[src/sv/scba_pkg.sv]
// ----------------------------------------------------------------------------
// scba_pkg: shared types and constants of the size-class block allocator
// Command and status codes, the decoded request and result formats and the
// configuration register map.
// ----------------------------------------------------------------------------
package scba_pkg;

  // Field widths of the request and result ports.
  localparam int CMD_W   = 2;
  localparam int SIZE_W  = 16;
  localparam int CLS_W   = 3;
  localparam int FIDX_W  = 4;
  localparam int STAT_W  = 3;

  // Configuration register map: one block count per size class.
  localparam int CFG_REGS  = 6;
  localparam int CFG_IDX_W = 3;
  localparam int CFG_W     = 5;
  localparam logic [CFG_W-1:0] CFG_RESET [CFG_REGS] =
    '{5'd16, 5'd16, 5'd16, 5'd16, 5'd16, 5'd0};

  // Command codes on the request port.
  typedef enum logic [CMD_W-1:0] {
    CMD_ALLOC  = 2'd0,
    CMD_FREE   = 2'd1,
    CMD_REINIT = 2'd2
  } cmd_t;

  // Status codes on the result port.
  typedef enum logic [STAT_W-1:0] {
    ST_GRANTED = 3'd0,
    ST_NOFIT   = 3'd1,
    ST_FULL    = 3'd2,
    ST_FREED   = 3'd3,
    ST_BAD     = 3'd4,
    ST_REINIT  = 3'd5
  } status_t;

  // Operation kinds after classification by the front end.
  typedef enum logic [2:0] {
    OP_ALLOC  = 3'd0,
    OP_FREE   = 3'd1,
    OP_REINIT = 3'd2,
    OP_NOFIT  = 3'd3,
    OP_BAD    = 3'd4
  } op_kind_t;

  // Classified request handed from the front end to the back end.
  typedef struct packed {
    op_kind_t           kind;
    logic [CLS_W-1:0]   cls;
    logic [FIDX_W-1:0]  idx;
  } op_t;

  // One result item.
  typedef struct packed {
    status_t            status;
    logic [CLS_W-1:0]   gclass;
    logic [FIDX_W-1:0]  gindex;
  } res_t;

endpackage

[src/sv/size_class_block_allocator.sv]
// ----------------------------------------------------------------------------
// size_class_block_allocator: segregated fixed-size block pool allocator
// Allocates and frees fixed-size blocks in up to six power-of-two size
// classes, with a per-class block count set through the configuration port.
// ----------------------------------------------------------------------------
//  Channel   Handshake            Payload
//  request   push / full          in_command, in_request_size,
//                                 in_free_class, in_free_index
//  result    empty / pop          out_status, out_granted_class,
//                                 out_granted_index
//  config    cfg_valid/cfg_ready  cfg_index, cfg_data
//
// One request is taken per cycle while full is low. It is written into the
// operation queue, passes through the back end into the result queue and
// then shows on the result ports, where it can be popped.
// Reset is synchronous and active low; it clears the queues, sets every free
// mark and loads the default block counts. Either side may stall on its own:
// the two-entry queues absorb the difference until full is raised.
// ----------------------------------------------------------------------------
module size_class_block_allocator
  import scba_pkg::*;
#(
  parameter int MAX_BLOCKS     = 16,
  parameter int NUM_CLASSES    = 6,
  parameter int SMALLEST_BLOCK = 32
) (
  input  logic                 clk,
  input  logic                 rst_n,
  input  logic                 push,
  output logic                 full,
  input  logic [CMD_W-1:0]     in_command,
  input  logic [SIZE_W-1:0]    in_request_size,
  input  logic [CLS_W-1:0]     in_free_class,
  input  logic [FIDX_W-1:0]    in_free_index,
  output logic                 empty,
  input  logic                 pop,
  output logic [STAT_W-1:0]    out_status,
  output logic [CLS_W-1:0]     out_granted_class,
  output logic [FIDX_W-1:0]    out_granted_index,
  input  logic                 cfg_valid,
  output logic                 cfg_ready,
  input  logic [CFG_IDX_W-1:0] cfg_index,
  input  logic [CFG_W-1:0]     cfg_data
);

  localparam int CNT_W = $clog2(MAX_BLOCKS + 1);
  localparam int CMP_W = (CNT_W > CFG_W) ? CNT_W : CFG_W;

  logic [CFG_W-1:0] cls_blocks_r [CFG_REGS];
  logic [CNT_W-1:0] blk_cnt [NUM_CLASSES];
  logic [CMP_W-1:0] cnt_wide [NUM_CLASSES];

  op_t  op_in, op_head;
  logic op_full, op_empty, op_take;
  res_t res_in, res_head;
  logic res_full, res_push;

  // Configuration registers: writes are always taken, unknown indexes ignored.
  assign cfg_ready = 1'b1;

  always_ff @(posedge clk) begin
    if (!rst_n) begin
      for (int r = 0; r < CFG_REGS; r++) begin
        cls_blocks_r[r] <= CFG_RESET[r];
      end
    end else if (cfg_valid) begin
      for (int r = 0; r < CFG_REGS; r++) begin
        if (cfg_index == CFG_IDX_W'(r)) begin
          cls_blocks_r[r] <= cfg_data;
        end
      end
    end
  end

  // Effective block count per class, saturated at the pool size.
  always_comb begin
    for (int c = 0; c < NUM_CLASSES; c++) begin
      cnt_wide[c] = '0;
      if (c < CFG_REGS) begin
        if (CMP_W'(cls_blocks_r[c]) > CMP_W'(MAX_BLOCKS)) begin
          cnt_wide[c] = CMP_W'(MAX_BLOCKS);
        end else begin
          cnt_wide[c] = CMP_W'(cls_blocks_r[c]);
        end
      end
      blk_cnt[c] = cnt_wide[c][CNT_W-1:0];
    end
  end

  // Front end: classify the incoming request.
  scba_front #(
    .MAX_BLOCKS     (MAX_BLOCKS),
    .NUM_CLASSES    (NUM_CLASSES),
    .SMALLEST_BLOCK (SMALLEST_BLOCK),
    .CNT_W          (CNT_W)
  ) u_front (
    .command      (in_command),
    .request_size (in_request_size),
    .free_class   (in_free_class),
    .free_index   (in_free_index),
    .blk_cnt      (blk_cnt),
    .op           (op_in)
  );

  // Operation queue between front and back end.
  scba_fifo #(
    .WIDTH ($bits(op_t)),
    .DEPTH (2)
  ) u_op_q (
    .clk   (clk),
    .rst_n (rst_n),
    .push  (push),
    .wdata (op_in),
    .full  (op_full),
    .pop   (op_take),
    .rdata (op_head),
    .empty (op_empty)
  );

  assign full = op_full;

  // Back end: free map and allocation.
  scba_back #(
    .MAX_BLOCKS  (MAX_BLOCKS),
    .NUM_CLASSES (NUM_CLASSES),
    .CNT_W       (CNT_W)
  ) u_back (
    .clk      (clk),
    .rst_n    (rst_n),
    .op       (op_head),
    .op_valid (!op_empty),
    .op_take  (op_take),
    .blk_cnt  (blk_cnt),
    .res_full (res_full),
    .res_push (res_push),
    .res      (res_in)
  );

  // Result queue towards the consumer.
  scba_fifo #(
    .WIDTH ($bits(res_t)),
    .DEPTH (2)
  ) u_res_q (
    .clk   (clk),
    .rst_n (rst_n),
    .push  (res_push),
    .wdata (res_in),
    .full  (res_full),
    .pop   (pop),
    .rdata (res_head),
    .empty (empty)
  );

  assign out_status        = res_head.status;
  assign out_granted_class = res_head.gclass;
  assign out_granted_index = res_head.gindex;

  // A granted block always belongs to an existing class.
  a_grant_class: assert property (@(posedge clk) disable iff (!rst_n)
    (!empty && out_status == ST_GRANTED) |-> (int'(out_granted_class) < NUM_CLASSES))
    else $error("granted class outside the configured classes");

  // Results other than a grant carry a zero handle.
  a_zero_handle: assert property (@(posedge clk) disable iff (!rst_n)
    (!empty && out_status != ST_GRANTED) |->
      (out_granted_class == '0 && out_granted_index == '0))
    else $error("non-grant result carries a handle");

  // Both queues come out of reset empty.
  a_reset_empty: assert property (@(posedge clk)
    !rst_n |=> (empty && !full))
    else $error("queues not empty after reset");

endmodule

[src/sv/scba_fifo.sv]
// ----------------------------------------------------------------------------
// scba_fifo: small register queue
// A shallow first-in first-out queue with full and empty flags; a push and a
// pop may happen in the same cycle.
// ----------------------------------------------------------------------------
module scba_fifo #(
  parameter int WIDTH = 8,
  parameter int DEPTH = 2
) (
  input  logic             clk,
  input  logic             rst_n,
  input  logic             push,
  input  logic [WIDTH-1:0] wdata,
  output logic             full,
  input  logic             pop,
  output logic [WIDTH-1:0] rdata,
  output logic             empty
);

  localparam int PTR_W = (DEPTH > 1) ? $clog2(DEPTH) : 1;
  localparam int CNT_W = $clog2(DEPTH + 1);

  logic [WIDTH-1:0] mem_r [DEPTH];
  logic [PTR_W-1:0] wr_ptr_r, wr_ptr_nxt;
  logic [PTR_W-1:0] rd_ptr_r, rd_ptr_nxt;
  logic [CNT_W-1:0] cnt_r, cnt_nxt;
  logic             do_push, do_pop;

  assign full    = (cnt_r == CNT_W'(DEPTH));
  assign empty   = (cnt_r == '0);
  assign do_push = push && !full;
  assign do_pop  = pop && !empty;
  assign rdata   = mem_r[rd_ptr_r];

  // Pointer and fill count update, wrapping at the queue depth.
  always_comb begin
    wr_ptr_nxt = wr_ptr_r;
    rd_ptr_nxt = rd_ptr_r;
    cnt_nxt    = cnt_r;
    if (do_push) begin
      wr_ptr_nxt = (wr_ptr_r == PTR_W'(DEPTH - 1)) ? '0 : wr_ptr_r + 1'b1;
    end
    if (do_pop) begin
      rd_ptr_nxt = (rd_ptr_r == PTR_W'(DEPTH - 1)) ? '0 : rd_ptr_r + 1'b1;
    end
    if (do_push && !do_pop) begin
      cnt_nxt = cnt_r + 1'b1;
    end else if (do_pop && !do_push) begin
      cnt_nxt = cnt_r - 1'b1;
    end
  end

  always_ff @(posedge clk) begin
    if (!rst_n) begin
      wr_ptr_r <= '0;
      rd_ptr_r <= '0;
      cnt_r    <= '0;
    end else begin
      wr_ptr_r <= wr_ptr_nxt;
      rd_ptr_r <= rd_ptr_nxt;
      cnt_r    <= cnt_nxt;
    end
  end

  // Entry storage needs no reset.
  always_ff @(posedge clk) begin
    if (do_push) begin
      mem_r[wr_ptr_r] <= wdata;
    end
  end

endmodule

[src/sv/scba_front.sv]
// ----------------------------------------------------------------------------
// scba_front: request classifier
// Picks the size class of an allocate, checks the handle of a free and turns
// each request into a classified operation for the back end.
// ----------------------------------------------------------------------------
module scba_front
  import scba_pkg::*;
#(
  parameter int MAX_BLOCKS     = 16,
  parameter int NUM_CLASSES    = 6,
  parameter int SMALLEST_BLOCK = 32,
  parameter int CNT_W          = $clog2(MAX_BLOCKS + 1)
) (
  input  logic [CMD_W-1:0]  command,
  input  logic [SIZE_W-1:0] request_size,
  input  logic [CLS_W-1:0]  free_class,
  input  logic [FIDX_W-1:0] free_index,
  input  logic [CNT_W-1:0]  blk_cnt [NUM_CLASSES],
  output op_t               op
);

  logic             fits;
  logic [CLS_W-1:0] fit_cls;
  logic             handle_ok;

  // Smallest class whose block size covers the request.
  always_comb begin
    fits    = 1'b0;
    fit_cls = '0;
    for (int c = NUM_CLASSES - 1; c >= 0; c--) begin
      if (32'(request_size) <= (32'(SMALLEST_BLOCK) << c)) begin
        fits    = 1'b1;
        fit_cls = CLS_W'(c);
      end
    end
  end

  // A handle is good when its class exists and its index is below the count.
  always_comb begin
    handle_ok = 1'b0;
    for (int c = 0; c < NUM_CLASSES; c++) begin
      if (free_class == CLS_W'(c) && int'(free_index) < int'(blk_cnt[c])) begin
        handle_ok = 1'b1;
      end
    end
  end

  // Classified operation.
  always_comb begin
    op.cls  = '0;
    op.idx  = '0;
    op.kind = OP_BAD;
    case (cmd_t'(command))
      CMD_ALLOC: begin
        op.kind = fits ? OP_ALLOC : OP_NOFIT;
        op.cls  = fit_cls;
      end
      CMD_FREE: begin
        op.kind = handle_ok ? OP_FREE : OP_BAD;
        op.cls  = free_class;
        op.idx  = free_index;
      end
      CMD_REINIT: begin
        op.kind = OP_REINIT;
      end
      default: begin
        op.kind = OP_BAD;
      end
    endcase
  end

endmodule

[src/sv/scba_back.sv]
// ----------------------------------------------------------------------------
// scba_back: free map and allocation engine
// Holds the free marks of every class and carries out one classified
// operation per cycle while the result queue is not full, producing its result.
// ----------------------------------------------------------------------------
module scba_back
  import scba_pkg::*;
#(
  parameter int MAX_BLOCKS  = 16,
  parameter int NUM_CLASSES = 6,
  parameter int CNT_W       = $clog2(MAX_BLOCKS + 1)
) (
  input  logic             clk,
  input  logic             rst_n,
  input  op_t              op,
  input  logic             op_valid,
  output logic             op_take,
  input  logic [CNT_W-1:0] blk_cnt [NUM_CLASSES],
  input  logic             res_full,
  output logic             res_push,
  output res_t             res
);

  localparam int IDX_W = (MAX_BLOCKS > 1) ? $clog2(MAX_BLOCKS) : 1;

  logic [MAX_BLOCKS-1:0] marks_r   [NUM_CLASSES];
  logic [MAX_BLOCKS-1:0] marks_nxt [NUM_CLASSES];
  logic [MAX_BLOCKS-1:0] row;
  logic [CNT_W-1:0]      cnt;
  logic                  found;
  logic [IDX_W-1:0]      hit;
  logic [IDX_W+FIDX_W-1:0] hit_ext;

  assign op_take  = op_valid && !res_full;
  assign res_push = op_take;
  assign hit_ext  = {{FIDX_W{1'b0}}, hit};

  // Free marks and block count of the selected class.
  always_comb begin
    row = '0;
    cnt = '0;
    for (int c = 0; c < NUM_CLASSES; c++) begin
      if (op.cls == CLS_W'(c)) begin
        row = marks_r[c];
        cnt = blk_cnt[c];
      end
    end
  end

  // Lowest free block below the class's count.
  always_comb begin
    found = 1'b0;
    hit   = '0;
    for (int i = MAX_BLOCKS - 1; i >= 0; i--) begin
      if (row[i] && i < int'(cnt)) begin
        found = 1'b1;
        hit   = IDX_W'(i);
      end
    end
  end

  // Result and next free map.
  always_comb begin
    marks_nxt  = marks_r;
    res.status = ST_BAD;
    res.gclass = '0;
    res.gindex = '0;
    case (op.kind)
      OP_ALLOC: begin
        if (found) begin
          res.status = ST_GRANTED;
          res.gclass = op.cls;
          res.gindex = hit_ext[FIDX_W-1:0];
          for (int c = 0; c < NUM_CLASSES; c++) begin
            for (int i = 0; i < MAX_BLOCKS; i++) begin
              if (op.cls == CLS_W'(c) && hit == IDX_W'(i)) begin
                marks_nxt[c][i] = 1'b0;
              end
            end
          end
        end else begin
          res.status = ST_FULL;
        end
      end
      OP_FREE: begin
        res.status = ST_FREED;
        for (int c = 0; c < NUM_CLASSES; c++) begin
          for (int i = 0; i < MAX_BLOCKS; i++) begin
            if (op.cls == CLS_W'(c) && int'(op.idx) == i) begin
              marks_nxt[c][i] = 1'b1;
            end
          end
        end
      end
      OP_REINIT: begin
        res.status = ST_REINIT;
        for (int c = 0; c < NUM_CLASSES; c++) begin
          marks_nxt[c] = '1;
        end
      end
      OP_NOFIT: begin
        res.status = ST_NOFIT;
      end
      default: begin
        res.status = ST_BAD;
      end
    endcase
  end

  // Free map: every block free after reset.
  always_ff @(posedge clk) begin
    if (!rst_n) begin
      for (int c = 0; c < NUM_CLASSES; c++) begin
        marks_r[c] <= '1;
      end
    end else if (op_take) begin
      marks_r <= marks_nxt;
    end
  end

endmodule
[config.mk]
export PLATFORM = sky130hd
export DESIGN_NAME = size_class_block_allocator
export DESIGN_NICKNAME = d
export VERILOG_FILES = /design/src/sv/scba_pkg.sv /design/src/sv/size_class_block_allocator.sv /design/src/sv/scba_fifo.sv /design/src/sv/scba_front.sv /design/src/sv/scba_back.sv
export SDC_FILE = /design/constraint.sdc
export NUM_CORES = 1
export LEC_CHECK = 0
export BUFFER_PORTS_ARGS = -buffer_cell sky130_fd_sc_hd__buf_2
export CORE_ASPECT_RATIO = 0.5
export CORE_MARGIN = 4
export CORE_UTILIZATION = 55
export DETAILED_ROUTE_END_ITERATION = 6
export PLACE_DENSITY = 0.73
export SKIP_LAST_GASP = 1
export SYNTH_ARGS = -nofsm -noshare
export SYNTH_HDL_FRONTEND = slang
export SYNTH_SLANG_ARGS = --single-unit
[constraint.sdc]
create_clock -name clk -period 4.9 [get_ports clk]
set_input_delay 0.245 -clock clk [delete_from_list [all_inputs] [get_ports clk]]
set_output_delay 0.245 -clock clk [all_outputs]
set_load 0.02 [all_outputs]
==> flow_summary_export.csv, run 1 <==
group,metric,value,unit
hold_path,min_delay_worst_endpoint,"cls_blocks_r[4][4]$_SDFFCE_PN1P_",
clocking,clk_pin_slew,0.07,ns
yosys,synth_nets,1160,
grt,global_route_wire_length_before_repair,50000,um
detailed_routing,routed_via_density,6.87,
grt,number_of_global_route_vias_before_repair,8755,
sta,final-hold-violation-count,0,
power_and_ir_drop,pwr-share-comb,52.0,%
hold_path,worstHoldPathCells,2,
clocking,clk_path_buf_depth,2,
final_layout,layout.cells.most_common,"sky130_fd_sc_hd__dfxtp_1",
final_layout,fin_nets,1192,
die,die_h,105,um
yosys,synth.cell_area,0.0103,mm2
clocking,cts.htree.levels,4,
grt,grt_antenna_before_repair,0,
setup_path,class_of_the_most_critical_setup_path,"reg2reg",
yosys,synth_async_sr_flop_share,0,%
power_and_ir_drop,power.leakage,4.23,nW
yosys,syn-instance-count,1102,
setup_path,reg2reg_setup_slack,0.26,ns
setup_path,peak_fanout_along_the_critical_path,18,
setup_path,worstSetupEndpointType,"flop",
final_layout,finalCoreUtilization,63.9,%
clocking,clockRootBuffer,"sky130_fd_sc_hd__clkbuf_16",
clocking,numClockSinks,176,
power_and_ir_drop,power.switching,3.38,mW
hold_path,hp-start,"cfg_data[4]",
setup_path,ff2ff_path_depth,12,
sta,max_slew_margin,9.59,%
final_layout,reg_area,0.00422,mm2
setup_path,cp_slowest_stage_delay,0.51,ns
sta,period_needed,4.64,ns
setup_path,critical_path.cell_chain,"buf_4, mux2i_4, mux2_2, o21ai_1, a32oi_4, or3_1, a221oi_2, o31a_1, a21boi_2, a41oi_1, o31ai_1, o211ai_1",
final_layout,areaGrowthSynthToFinish,11.0,%
clocking,cts_made_buffers,17,
place,numPortBuffers,49,
detailed_routing,routed_wirelength,32300,um
setup_path,critical_path.slowest_cell,"sky130_fd_sc_hd__a21boi_2",
detailed_routing,ant_nets,0,
power_and_ir_drop,sw_frac_of_total,47.0,%
sta,max_freq,216,MHz
grt,grt_remaining_overflow,0,
hold_path,hold_path.class,"in2reg",
place,hpwl_after_detailed_placement,22800,um
detailed_routing,firstDrtPassIters,6,
power_and_ir_drop,internal-power,3.81,mW
power_and_ir_drop,ir_worst_vdd,0.000309,V
setup_path,worst_ep_arrival_time,4.92,ns
sta,tns,0,ns
die,boundaryPins,51,
final_layout,fillers,1498,
setup_path,startpoint_type,"flop",
final_layout,drive_gt1_share,16.7,%
sta,worstMarginPinSlew,1.35,ns
power_and_ir_drop,power_density,631,mW/mm2
clocking,cts_tree,"built",
die,floorplan.die_area,0.0210,mm2
grt,pin_count_of_the_biggest_net_entering_global_routing,63,
yosys,post_synth.cell_area_avg,9.31,um2
sta,setup_viol_count_final,0,
detailed_routing,avgRoutedWirePerCell,23.4,um
power_and_ir_drop,power.share.sequential,29.6,%
setup_path,crit-reg2reg-capture,"u_back.marks_r[2]$_SDFFE_PN1P_",
detailed_routing,dr_total_vias,9498,
run_status,outcome,"completed",
die,fp-row-count,34,
grt,grt.total_usage,30.0,%
yosys,ys_seq_area_share,41.2,%
flow_run,drv_cap,0,
yosys,yosysWarnings,0,
sta,grt_setup_unrepaired,"false",
yosys,synth_enable_flop_cells,70,
clocking,clkLatencyLatePin,0.45,ns
yosys,ys_ff_latch,176,
sta,slew_violations,0,
final_layout,multi_input_comb_area,0.00561,mm2
die,floorplan.core_area,0.0178,mm2
sta,fin_crit_sh,94.6,%
sta,clock_skew,0.0136,ns
power_and_ir_drop,share_clk_of_total_power,18.3,%
place,gp_congestion,0.990,
yosys,dominantRegCellSynth,"sky130_fd_sc_hd__dfxtp_1",
detailed_routing,detail_route.drc_violations,0,
die,die_w,201,um
final_layout,final_cell_mix,"106 x sky130_fd_sc_hd__dfxtp_1, 103 x sky130_fd_sc_hd__a21oi_1, 70 x sky130_fd_sc_hd__nor2_1, 70 x sky130_fd_sc_hd__edfxtp_1, 58 x sky130_fd_sc_hd__nand2_1",
yosys,synthDistinctLibCells,94,
detailed_routing,detailedRoute.firstIterationViolations,1120,
setup_path,worst_ep_required_time,5.19,ns
die,initial_utilization,57.5,%
-- flip-flops by register name, summed over array words and instances (netlist names), named ones only --
register and count:
cls_blocks_r 30, u_back.marks_r 96, u_op_q.cnt_r 2, u_op_q.mem_r 20
u_op_q.rd_ptr_r 1, u_op_q.wr_ptr_r 1, u_res_q.cnt_r 2, u_res_q.mem_r 20
u_res_q.rd_ptr_r 1, u_res_q.wr_ptr_r 1
-- cell families after synthesis --
group	share of synthesized area [%]
fa+ha+maj	2.44
compound gates	29.7
buf+inv	4.49
mux	3.71
simple gates	17.6
xor+xnor	0.854
flops	41.2
other cells	0.0366
-- per-stage QoR --
step                      power [mW]  worst slack [ns]  area (um2)  cells  hold slack, ns
final                           7.18             0.262       11400   1382           0.157
after global placement          5.64             0.312       10800   1348           0.484
after floorplan                 4.63              1.11       10300   1102           0.423
after detailed placement        5.71             0.221       10800   1348           0.492
after CTS                       7.02             0.181       11300   1380           0.144
after global routing            7.52            0.0120       11400   1381           0.162
-- layout make-up --
| cell class | count | share of cell area [%] |
|---|---|---|
| multi-input combinational | 820 | 49.3 |
| sequential | 176 | 37.1 |
| timing repair buffer | 101 | 5.58 |
| clock buffer | 18 | 3.77 |
| tap | 234 | 2.57 |
| clock inverter | 14 | 1.09 |
| inverter | 18 | 0.593 |
| antenna | 1 | 0.0220 |
-- per-layer routing --
| metal | global-route usage, % | share of wire (%) |
|---|---|---|
| met1 | 43.2 | 45 |
| met2 | 43.9 | 42 |
| met3 | 9.16 | 11 |
| met4 | 8.39 | 2.2 |
| met5 | 0 | 0 |
-- critical path, delay by kind of cell, from the launching register on --
kind                   cells  cell delay (ns)
AO/OA/AOI/OAI              8             2.63
buffers and inverters      1             0.22
AND/OR/NAND/NOR            1             0.48
flip-flops                 1             0.37
multiplexers               2             0.77
-- worst max-delay path by stage --
stage | startpoint | end | slack [ns]
2_1_floorplan | u_op_q.mem_r[1][5]$_DFFE_PP_ | u_back.marks_r[16]$_SDFFE_PN1P_ | 1.11
3_3_place_gp | flop | u_back.marks_r[34]$_SDFFE_PN1P_ | 0.31
3_5_place_dp | flop | u_back.marks_r[2]$_SDFFE_PN1P_ | 0.22
4_1_cts | flop | u_back.marks_r[2]$_SDFFE_PN1P_ | 0.18
5_1_grt | flop | u_back.marks_r[31]$_SDFFE_PN1P_ | 0.01
6_report | flop | u_back.marks_r[2]$_SDFFE_PN1P_ | 0.26
-- synth_stat cells (8+ instances only) --
master | count | area, um2
sky130_fd_sc_hd__a211o_1 | 8 | 70.1
sky130_fd_sc_hd__a211oi_1 | 8 | 60.1
sky130_fd_sc_hd__a21oi_1 | 103 | 515
sky130_fd_sc_hd__a22oi_1 | 12 | 90.1
sky130_fd_sc_hd__a311oi_1 | 31 | 272
sky130_fd_sc_hd__a41oi_1 | 31 | 272
sky130_fd_sc_hd__and2_1 | 34 | 213
sky130_fd_sc_hd__and3_1 | 46 | 288
sky130_fd_sc_hd__buf_2 | 31 | 155
sky130_fd_sc_hd__clkbuf_1 | 49 | 184
sky130_fd_sc_hd__dfxtp_1 | 106 | 2120
sky130_fd_sc_hd__edfxtp_1 | 70 | 2100
sky130_fd_sc_hd__ha_1 | 20 | 250
sky130_fd_sc_hd__inv_1 | 17 | 63.8
sky130_fd_sc_hd__mux2_2 | 13 | 146
sky130_fd_sc_hd__mux2i_1 | 22 | 220
sky130_fd_sc_hd__nand2_1 | 58 | 218
sky130_fd_sc_hd__nand2b_1 | 29 | 181
sky130_fd_sc_hd__nor2_1 | 72 | 270
sky130_fd_sc_hd__nor3_1 | 25 | 125
sky130_fd_sc_hd__nor3b_1 | 15 | 113
sky130_fd_sc_hd__o211ai_1 | 9 | 67.6
sky130_fd_sc_hd__o21ai_0 | 47 | 235
sky130_fd_sc_hd__o21ai_1 | 42 | 210
sky130_fd_sc_hd__o22ai_1 | 8 | 50.1
sky130_fd_sc_hd__o31ai_1 | 10 | 75.1
sky130_fd_sc_hd__o32ai_1 | 8 | 70.1
sky130_fd_sc_hd__or3_1 | 8 | 50.1
-- timing repair --
item | CTS | global route
resized for setup | 0 | 7
endpoints found under the hold margin | 0 | 0
setup buffers | 0 | 1
setup endpoints to repair | 0 | 90
hold buffers | 0 | 0
-- power groups by stage --
stage / sequential [mW] / combinational [mW] / clock (mW)
after floorplan: 2.07 / 2.56 / 0
after global placement: 2.13 / 3.50 / 0
after detailed placement: 2.15 / 3.56 / 0
after CTS: 2.12 / 3.57 / 1.32
after global routing: 2.16 / 3.98 / 1.38
final: 2.13 / 3.74 / 1.32
Power figures use the tool's default switching activity.
==> inputs of run 2 (changes only) <==
==> constraint.sdc (replaced) <==
create_clock -name clk -period 5.15 [get_ports clk]
set_input_delay 0.2575 -clock clk [delete_from_list [all_inputs] [get_ports clk]]
set_output_delay 0.2575 -clock clk [all_outputs]
set_load 0.02 [all_outputs]
==> flow_summary_export.csv, run 2 (same netlist as run 1, synthesis figures left out) <==
group,metric,value,unit
run_status,outcome,"completed",
place,numPortBuffers,49,
sta,max_slew_margin,12.3,%
clocking,cts_tree,"built",
place,gp_congestion,0.973,
place,number_of_cells_after_detailed_placement,1343,
die,initial_utilization,57.5,%
final_layout,drive_gt1_share,16.3,%
detailed_routing,avgRoutedWirePerCell,23.2,um
final_layout,antenna-diode-count,0,
sta,grt_setup_unrepaired,"false",
sta,clock_skew,0.0128,ns
power_and_ir_drop,internal-power,3.74,mW
grt,grt_remaining_overflow,0,
final_layout,fillers,1503,
final_layout,registers.top_by_ff_count,"u_back.marks_r",
sta,max_freq,206,MHz
detailed_routing,routed_wirelength,32000,um
setup_path,path_common_cell,"sky130_fd_sc_hd__buf_4",
setup_path,worst_ep_arrival_time,5.14,ns
power_and_ir_drop,power.leakage,4.27,nW
final_layout,reg_area,0.00422,mm2
sta,worstMarginPinSlew,1.31,ns
clocking,clk_pin_slew,0.07,ns
place,hpwl_after_detailed_placement,22500,um
die,die_h,105,um
die,boundaryPins,51,
detailed_routing,dr_total_vias,9457,
setup_path,critical_path.cell_chain,"mux2i_4, buf_4, a22oi_1, a311oi_1, a21o_1, o2111ai_1, a211o_1, a211oi_1, a21boi_2, o41ai_2, buf_4, and3_1, o21ai_1",
power_and_ir_drop,ir_worst_vdd,0.000321,V
grt,number_of_global_route_vias_before_repair,8651,
setup_path,ff2ff_path_depth,13,
setup_path,reg2reg_setup_slack,0.30,ns
hold_path,hold_path.class,"in2reg",
sta,setup_viol_count_final,0,
grt,grt_antenna_before_repair,0,
final_layout,fin_nets,1191,
hold_path,min_delay_worst_endpoint,"cls_blocks_r[4][4]$_SDFFCE_PN1P_",
power_and_ir_drop,power_density,603,mW/mm2
setup_path,timing.critical_path.max_delay_family,"compound AO/OA/AOI/OAI gates",
detailed_routing,ant_nets,0,
final_layout,layout.cells.most_common,"sky130_fd_sc_hd__dfxtp_1",
grt,grt.total_usage,29.7,%
sta,tns,0,ns
final_layout,areaGrowthSynthToFinish,11.3,%
setup_path,critPathBufInv,2,
sta,period_needed,4.85,ns
sta,fin_crit_sh,94.2,%
setup_path,cp_slowest_stage_delay,0.70,ns
detailed_routing,detail_route.drc_violations,0,
power_and_ir_drop,pwr-share-comb,50.7,%
clocking,clockRootBuffer,"sky130_fd_sc_hd__clkbuf_16",
setup_path,class_of_the_most_critical_setup_path,"reg2reg",
power_and_ir_drop,share_clk_of_total_power,19.7,%
detailed_routing,detailedRoute.firstIterationViolations,966,
power_and_ir_drop,sw_frac_of_total,45.7,%
power_and_ir_drop,power.switching,3.14,mW
power_and_ir_drop,power.share.sequential,29.6,%
final_layout,final_cell_mix,"106 x sky130_fd_sc_hd__dfxtp_1, 103 x sky130_fd_sc_hd__a21oi_1, 71 x sky130_fd_sc_hd__nor2_1",
hold_path,worstHoldPathCells,2,
power_and_ir_drop,power.total,6.89,mW
sta,final-hold-violation-count,0,
clocking,cts.htree.levels,4,
die,fp-row-count,34,
sta,hold-worst-slack,0.172,ns
clocking,clk_path_buf_depth,2,
setup_path,crit-reg2reg-capture,"u_back.marks_r[91]$_SDFFE_PN1P_",
clocking,numClockSinks,176,
grt,pin_count_of_the_biggest_net_entering_global_routing,63,
setup_path,critical_path.slowest_cell,"sky130_fd_sc_hd__dfxtp_1",
flow_run,drv_cap,0,
detailed_routing,firstDrtPassIters,5,
hold_path,hp-start,"cfg_data[4]",
clocking,cts_made_buffers,17,
die,floorplan.core_area,0.0178,mm2
setup_path,startpoint_type,"flop",
final_layout,largest_reg_flops,96,
final_layout,post_layout_nonfiller_instances,1380,
detailed_routing,routed_via_density,6.85,
setup_path,worst_ep_required_time,5.44,ns
clocking,clkLatencyLatePin,0.44,ns
die,die_w,201,um
setup_path,worstSetupEndpointType,"flop",
final_layout,largestRegisters,"u_back.marks_r (96), cls_blocks_r (30)",
grt,global_route_wire_length_before_repair,49300,um
sta,slew_violations,0,
setup_path,peak_fanout_along_the_critical_path,18,
die,floorplan.die_area,0.0210,mm2
final_layout,multi_input_comb_area,0.00559,mm2
run 2: changes by cell type in the layout (fill, tap and decap cells not counted), moves of 2 or more:
cell and delta:
sky130_fd_sc_hd__clkinvlp_4 -4, sky130_fd_sc_hd__or2_1 -2, sky130_fd_sc_hd__clkinv_4 +3, sky130_fd_sc_hd__clkbuf_16 +2, sky130_fd_sc_hd__clkbuf_8 +2, sky130_fd_sc_hd__inv_8 -3
run 2: power groups by stage:
stage | combinational (mW) | sequential (mW) | clock [mW]
2_1_floorplan | 2.43 | 1.97 | 0
3_3_place_gp | 3.29 | 2.04 | 0
3_5_place_dp | 3.33 | 2.05 | 0
4_1_cts | 3.35 | 2.03 | 1.36
5_1_grt | 3.70 | 2.07 | 1.43
6_report | 3.49 | 2.04 | 1.36
run 2: metal layers:
layer	share of wire, %	routed length [um]	GRT usage [%]	up-vias
li1	-	-	-	4328
met5	0	0	0	-
met2	43	13800	44.3	527
met3	11	3540	7.09	73
met4	2.2	694	8.15	0
met1	44	14100	43.5	4529
run 2: area by class of cell:
class | instances | share of cell area, %
tap | 234 | 2.56
sequential | 176 | 37.0
multi-input combinational | 820 | 48.9
timing repair buffer | 100 | 5.50
clock buffer | 22 | 4.44
inverter | 18 | 0.592
clock inverter | 10 | 0.975
run 2: worst max-delay path by stage:
stage | depth (start not counted) | startpoint | slack (ns) | to
floorplan | 15 | u_op_q.mem_r[1][5]$_DFFE_PP_ | 1.36 | u_back.marks_r[16]$_SDFFE_PN1P_
global placement | 13 | u_op_q.mem_r[0][5]$_DFFE_PP_ | 0.29 | u_back.marks_r[81]$_SDFFE_PN1P_
detailed placement | 13 | flop | 0.21 | u_back.marks_r[81]$_SDFFE_PN1P_
CTS | 13 | flop | 0.18 | u_back.marks_r[16]$_SDFFE_PN1P_
global route | 13 | flop | 0.008 | u_back.marks_r[13]$_SDFFE_PN1P_
finish | 13 | flop | 0.30 | u_back.marks_r[91]$_SDFFE_PN1P_
run 2: what timing repair did:
action,in CTS,in global routing
resized for setup,0,3
hold buffers,0,0
endpoints found under the setup margin,0,90
setup buffers,0,5
run 2: through the flow:
stage               area (um2)  util [%]  setup slack [ns]
floorplan                10300         -              1.36
global placement         10800      60.3             0.294
detailed placement       10800      60.3             0.212
CTS                      11400      63.8             0.176
global route             11400      64.0           0.00838
finish                   11400      64.0             0.301
==> inputs of run 3 (changes only) <==
--- a/config.mk
+++ b/config.mk
@@ -11,6 +11,7 @@
 export CORE_UTILIZATION = 55
 export DETAILED_ROUTE_END_ITERATION = 6
 export PLACE_DENSITY = 0.73
+export RECOVER_POWER = 50
 export SKIP_LAST_GASP = 1
 export SYNTH_ARGS = -nofsm -noshare
 export SYNTH_HDL_FRONTEND = slang
==> flow_summary_export.csv, run 3 (same netlist as run 1, synthesis figures left out) <==
group,metric,value,unit
sta,max_slew_margin,11.6,%
final_layout,largest_reg_flops,96,
final_layout,largestRegisters,"u_back.marks_r (96), cls_blocks_r (30)",
final_layout,final_area,0.0114,mm2
die,initial_utilization,57.5,%
clocking,numClockSinks,176,
place,cell_area_placed,0.0108,mm2
flow_run,drv_cap,0,
setup_path,startpoint_type,"flop",
sta,final-hold-violation-count,0,
sta,setup_viol_count_final,0,
sta,fin_crit_sh,93.6,%
final_layout,drive_gt1_share,14.9,%
clocking,cts.htree.levels,4,
detailed_routing,detailedRoute.firstIterationViolations,997,
power_and_ir_drop,power.leakage,4.20,nW
hold_path,hold_path.class,"in2reg",
clocking,clockRootBuffer,"sky130_fd_sc_hd__clkbuf_16",
power_and_ir_drop,power_density,603,mW/mm2
die,boundaryPins,51,
grt,grt_remaining_overflow,0,
clocking,cts_made_buffers,17,
setup_path,worstSetupEndpointType,"flop",
grt,number_of_global_route_vias_before_repair,8651,
die,floorplan.die_area,0.0210,mm2
setup_path,class_of_the_most_critical_setup_path,"reg2reg",
sta,grt_setup_unrepaired,"false",
sta,max_freq,207,MHz
die,fp-row-count,34,
clocking,clk_path_buf_depth,2,
place,hpwl_after_detailed_placement,22500,um
setup_path,reg2reg_setup_slack,0.33,ns
final_layout,fillers,1515,
sta,slew_violations,0,
power_and_ir_drop,ir_worst_vdd,0.000321,V
final_layout,registers.top_by_ff_count,"u_back.marks_r",
final_layout,final_cell_mix,"106 x sky130_fd_sc_hd__dfxtp_1, 103 x sky130_fd_sc_hd__a21oi_1, 71 x sky130_fd_sc_hd__nor2_1",
sta,tns,0,ns
die,die_w,201,um
setup_path,worst_ep_arrival_time,5.11,ns
clocking,cts_tree,"built",
sta,clock_skew,0.0111,ns
final_layout,antenna-diode-count,0,
detailed_routing,routed_via_density,6.89,
grt,global_route_wire_length_before_repair,49300,um
grt,pin_count_of_the_biggest_net_entering_global_routing,63,
sta,worstMarginPinSlew,1.32,ns
final_layout,fin_nets,1191,
final_layout,areaGrowthSynthToFinish,11.1,%
power_and_ir_drop,power.total,6.87,mW
sta,period_needed,4.82,ns
setup_path,worst_ep_required_time,5.44,ns
clocking,clkLatencyLatePin,0.44,ns
run_status,outcome,"completed",
hold_path,hp-start,"cfg_data[4]",
detailed_routing,firstDrtPassIters,6,
detailed_routing,ant_nets,0,
grt,grt_antenna_before_repair,0,
die,die_h,105,um
place,gp_congestion,0.973,
setup_path,peak_fanout_along_the_critical_path,18,
clocking,clk_pin_slew,0.07,ns
die,floorplan.core_area,0.0178,mm2
detailed_routing,dr_total_vias,9509,
place,numPortBuffers,49,
final_layout,finalCoreUtilization,63.9,%
detailed_routing,avgRoutedWirePerCell,23.2,um
sta,hold-worst-slack,0.176,ns
grt,grt.total_usage,29.7,%
final_layout,layout.cells.most_common,"sky130_fd_sc_hd__dfxtp_1",
detailed_routing,routed_wirelength,32000,um
detailed_routing,detail_route.drc_violations,0,
## run 3: worst paths after layout
check,cells past startpoint,end
setup / recovery,13,u_back.marks_r[22]$_SDFFE_PN1P_
hold / removal,2,cls_blocks_r[4][4]$_SDFFCE_PN1P_
setup reg to reg,13,u_back.marks_r[22]$_SDFFE_PN1P_
hold reg to reg,2,u_back.marks_r[71]$_SDFFE_PN1P_
## run 3: timing repair
action                                  CTS  global route
buffers inserted                          0             5
hold endpoints to repair                  0             0
endpoints found under the setup margin    0            90
gates resized for setup                   0             3
hold buffers                              0             0
## run 3: layer usage
layer	vias up	part of all wire, %	GRT usage [%]
li1	4329	-	-
met1	4554	44	43.5
met2	548	42	44.3
met3	78	11	7.09
met4	0	2.3	8.15
met5	-	0	0
## run 3: critical path: stages, from the launching register on
cell and delay (ns):
sky130_fd_sc_hd__dfxtp_1 0.70, sky130_fd_sc_hd__mux2_2 0.56, sky130_fd_sc_hd__o22ai_1 0.21, sky130_fd_sc_hd__a32oi_1 0.28
sky130_fd_sc_hd__nor2_1 0.27, sky130_fd_sc_hd__buf_4 0.24, sky130_fd_sc_hd__and2_0 0.37, sky130_fd_sc_hd__a32oi_1 0.35
sky130_fd_sc_hd__a2111oi_1 0.68, sky130_fd_sc_hd__o21ai_1 0.20, sky130_fd_sc_hd__o41ai_2 0.34, sky130_fd_sc_hd__buf_4 0.25
sky130_fd_sc_hd__and3_1 0.16, sky130_fd_sc_hd__o21ai_1 0.07
## run 3: power by group
part	internal, mW	switching, mW
clock	0.764	0.595
combinational	1.14	2.33
sequential	1.82	0.221
## run 3: layout make-up
cell class | instances | area [um2] | area share (%)
Multi-Input combinational cell | 820 | 5590 | 49.0
Clock inverter | 10 | 111 | 0.977
Tap cell | 234 | 293 | 2.57
Inverter | 18 | 67.6 | 0.593
Timing Repair Buffer | 100 | 607 | 5.33
Clock buffer | 22 | 507 | 4.45
Sequential cell | 176 | 4220 | 37.1
## run 3: stage by stage
step | instances | setup slack, ns
3_3_place_gp | 1343 | 0.294
3_5_place_dp | 1343 | 0.212
2_1_floorplan | 1102 | 1.36
6_report | 1380 | 0.327
4_1_cts | 1375 | 0.176
5_1_grt | 1380 | 0.00838
